==> src/sv/dpp_pkg.sv <==
package dpp_pkg;

	localparam int COORD_FRAC_BITS_DEF = 12;
	localparam int NORM_FRAC = 24;
	localparam int K_FRAC = 30;

	localparam logic [2:0] REG_HOM_A_B = 3'd0;
	localparam logic [2:0] REG_HOM_C_D = 3'd1;
	localparam logic [2:0] REG_HOM_E_F = 3'd2;
	localparam logic [2:0] REG_HOM_G_H = 3'd3;
	localparam logic [2:0] REG_HOM_I = 3'd4;
	localparam logic [2:0] REG_RADIAL = 3'd5;
	localparam logic [2:0] REG_IMG_W = 3'd6;
	localparam logic [2:0] REG_IMG_H = 3'd7;

	localparam logic [1:0] ST_OK = 2'd0;
	localparam logic [1:0] ST_DIV_ZERO = 2'd1;
	localparam logic [1:0] ST_SAT = 2'd2;

	typedef struct packed {
		logic signed [31:0] obj_x;
		logic signed [31:0] obj_y;
	} in_item_t;

	typedef struct packed {
		logic signed [31:0] pixel_x;
		logic signed [31:0] pixel_y;
		logic [1:0] status;
	} out_item_t;

	typedef struct packed {
		logic [63:0] hom_a_b;
		logic [63:0] hom_c_d;
		logic [63:0] hom_e_f;
		logic [63:0] hom_g_h;
		logic signed [31:0] hom_i;
		logic [63:0] radial_coeffs;
		logic [15:0] image_width;
		logic [15:0] image_height;
	} cfg_t;

	// Pipeline control record: valid, zero and saturation flags.
	typedef struct packed {
		logic vld;
		logic zero;
		logic sat;
	} ctl_t;

endpackage

==> src/sv/dpp_regs.sv <==
module dpp_regs import dpp_pkg::*; #(
	parameter int COORD_FRAC_BITS = COORD_FRAC_BITS_DEF
) (
	input logic clk,
	input logic arst_n,
	input logic cfg_valid,
	output logic cfg_ready,
	input logic [2:0] cfg_index,
	input logic [63:0] cfg_data,
	output cfg_t cfg
);
	localparam logic [31:0] ONE = 32'd1 << COORD_FRAC_BITS;
	cfg_t cfg_q;

	assign cfg_ready = 1'b1;
	assign cfg = cfg_q;

	always_ff @(posedge clk or negedge arst_n) begin
		if (!arst_n) begin
			cfg_q.hom_a_b <= {ONE, 32'd0};
			cfg_q.hom_c_d <= '0;
			cfg_q.hom_e_f <= {ONE, 32'd0};
			cfg_q.hom_g_h <= '0;
			cfg_q.hom_i <= ONE;
			cfg_q.radial_coeffs <= '0;
			cfg_q.image_width <= 16'd640;
			cfg_q.image_height <= 16'd480;
		end else if (cfg_valid) begin
			case (cfg_index)
				REG_HOM_A_B: cfg_q.hom_a_b <= cfg_data;
				REG_HOM_C_D: cfg_q.hom_c_d <= cfg_data;
				REG_HOM_E_F: cfg_q.hom_e_f <= cfg_data;
				REG_HOM_G_H: cfg_q.hom_g_h <= cfg_data;
				REG_HOM_I: cfg_q.hom_i <= cfg_data[31:0];
				REG_RADIAL: cfg_q.radial_coeffs <= cfg_data;
				REG_IMG_W: cfg_q.image_width <= cfg_data[15:0];
				REG_IMG_H: cfg_q.image_height <= cfg_data[15:0];
				default: ;
			endcase
		end
	end
endmodule

==> config.mk <==
export PLATFORM = sky130hd
export DESIGN_NAME = dpp_regs
export DESIGN_NICKNAME = d
export VERILOG_FILES = /design/src/sv/dpp_pkg.sv /design/src/sv/dpp_regs.sv
export SDC_FILE = /design/constraint.sdc
export NUM_CORES = 1
export LEC_CHECK = 0
export BUFFER_PORTS_ARGS = -buffer_cell sky130_fd_sc_hd__buf_2
export CAP_MARGIN = 10
export CORE_MARGIN = 4
export CORE_UTILIZATION = 45
export DETAILED_ROUTE_END_ITERATION = 10
export PLACE_DENSITY = 0.84
export SYNTH_ARGS = -nofsm -noshare
export SYNTH_HDL_FRONTEND = slang
export SYNTH_SLANG_ARGS = --single-unit
export TNS_END_PERCENT = 50
==> constraint.sdc <==
create_clock -name clk -period 0.84 [get_ports clk]
set_input_delay 0.042 -clock clk [delete_from_list [all_inputs] [get_ports clk]]
set_output_delay 0.042 -clock clk [all_outputs]
set_load 0.02 [all_outputs]
==> impl_metrics.toml <==
[outcome]
outcome = "complete, but fails checks"
violations = "setup timing"

[finish]
drive_gt1_frac = 0.631
largest_register_ffs = 384
nNetsFinal = 1670
synthToLayoutAreaGrowth_pct = 65.1
final_util = 0.762
instances_no_fill = 2065
antenna_cells = 0

[setup_path]
required_ns = 0.80
crit_path_end_kind = "primary output"
path_class = "register to primary output"
crit_chain = "buf_6"
path_delay_family = "flip-flops"
crit_slowest_cell = "dfstp_2"
slowest_delay_ns = 0.55
worst-path-buf-inv = 1
arrival_ns = 1.18
worstPathMaxFanout = 2
cp-start-kind = "register"

[route]
antenna_left = 0
routed_wl_mm = 55.8
dr.first_iter.drc_count = 530
vias = 10834
wl_per_cell_um = 27.0
via_per_inst = 5.25
drc_errors = 0
dr.pass1.iters = 7

[logic_synthesis]
yosysWarnings = 0
synth_area_um2 = 14700
synth.avg_cell_area_um2 = 17.9
yosys.area.top_type_share = 0.638
syn-num-nets = 892
yosys.area_share.adder = 0
synthSimpleGateAreaFrac = 0.00706
ys_async_sr_fraction = 1.00
synth_compound_area_frac = 0
synth_area_leaders = "dfrtp_1 64%, mux2_1 21%, mux2_4 6.1%"
synthXorXnorAreaFrac = 0
synth_ff_type = "dfrtp_1"
yosys.cell_count.top_type = "dfrtp_1"
yosys-mux-area-fraction = 0.309
synth_cell_types = 15
yosysTopAreaCell = "dfrtp_1"
ys_ff_latch = 384
synth_top_family_by_area = "multiplexers"
synth_cells = 822
synthTopCellsByCount = "375 x dfrtp_1, 271 x mux2_1, 60 x mux2_4"
synth_edf_count = 0
yosysSeqAreaShare = 0.654

[grt]
grtUsageMet1 = 0.294
grt_overflow = 0
grt_antenna_before_repair = 0
grt_pass1_wl_mm = 74.6
grt_usage = 0.271
grtUsageMet2 = 0.507
grt.busiest_layer = "met2"
gr-usage-met3 = 0.0572
grt_max_degree = 60
grt_pass1_vias = 11814

[sta]
postLayoutSetupSlackWorst_ns = -0.383
maxSlewViolCount = 0
fin_crit_sh = 1.46
tns_ns = -119.07
layout_min_cycle_time_ns = 1.22
fmax_mhz = 818
hold_viol = 0
finalClockSkew_ns = 0
finalSetupViolCount = 611
rsz0062_at_grt = "yes"

[clock_network]
cts_tree = "yes"
clkSlewWorstSetupHoldPaths_ns = 0.06
root_buffer = "clkbuf_16"
cts_buffer_depth = 3
cts_buffers = 40
clk_latency_ns = 0.51
clock_sinks = 384
htree_levels = 2

[floorplanning]
fp.dieW_um = 189
num_rows = 65
die-height_um = 189
core_um2 = 31900
ioPinCount = 455
dieArea_um2 = 35700
initial_core_util = 0.462

[power]
power_density_nw_per_um2 = 2900
power_mw = 70.4
ir_drop_mv = 2.40
p_leak_nw = 11.8

[place]
preCtsSetupSlack_ns = -0.624
post-place-cells = 1737
io_buffers = 453
dpl.hpwl_mm = 28.5
place_congestion = 0.819

[flow_run]
maxCapViolations = 0

[hold_path]
min_path_type = "input pin to register"
report_power, final:
part | switching, mW | internal [mW] | leakage (nW)
clock | 7.52 | 10.8 | 0.660
sequential | 3.70 | 22.7 | 4.59
combinational | 11.5 | 14.3 | 6.56
total | 22.7 | 47.7 | 11.8
per-layer routing:
metal / routed length [um] / vias to the layer above
met1: 18700 / 5580
li1: - / 4454
met2: 29700 / 585
met5: 0 / -
met4: 3730 / 0
met3: 3630 / 215
layout make-up:
class | count | area (um^2)
clock buffers | 65 | 1250
clock inverters | 7 | 88.8
fillers | 1592 | 7580
multi-input cells | 393 | 5200
flip-flops and latches | 384 | 9620
well taps | 435 | 544
repair buffers | 781 | 7600
cells by family after synthesis:
logic type,after synthesis
DFF,384
buffers and inverters,45
other,1
and+or+nand+nor,8
muxes,384
final timing paths:
kind	startpoint	end	slack, ns	depth (start not counted)
setup / recovery	cfg[8]	cfg[8]	-0.38	1
hold / removal	cfg_data[0]	cfg[32]	0.04	2
setup reg to reg	cfg[61]	cfg[61]	-0.29	3
hold reg to reg	cfg[156]	cfg[156]	0.49	1
max in group asynchronous	arst_n	cfg[328]	-0.03	3
min in group asynchronous	arst_n	cfg[324]	0.13	3
through the flow:
stage | hold WS [ns] | area (um^2)
floorplan | -0.254 | 15100
global placement | -0.116 | 18300
detailed placement | -0.116 | 18300
CTS | 0.0139 | 22800
global route | 0.0529 | 24300
finish | 0.0375 | 24300
cells in the final DEF, fill, tap and decap left out, drive strengths merged:
| master | synthesis | routed |
|---|---|---|
| and4bb | 2 | 2 |
| buf | 45 | 716 |
| bufinv | 0 | 2 |
| clkbuf | 0 | 65 |
| clkinv | 0 | 5 |
| conb | 1 | 1 |
| dfrtp | 375 | 375 |
| dfstp | 9 | 9 |
| dlygate4sd3 | 0 | 65 |
| mux2 | 384 | 384 |
| nand4 | 1 | 1 |
| nand4b | 3 | 3 |
| nor4b | 1 | 1 |
| nor4bb | 1 | 1 |
what timing repair did:
action | CTS | global route
resized for setup | 543 | 292
setup endpoints to repair | 511 | 647
hold buffers | 65 | 0
endpoints found under the hold margin | 760 | 0
pin swaps | 0 | 2
setup buffers | 108 | 84
gates cloned | 0 | 0
Power figures use the tool's default switching activity.
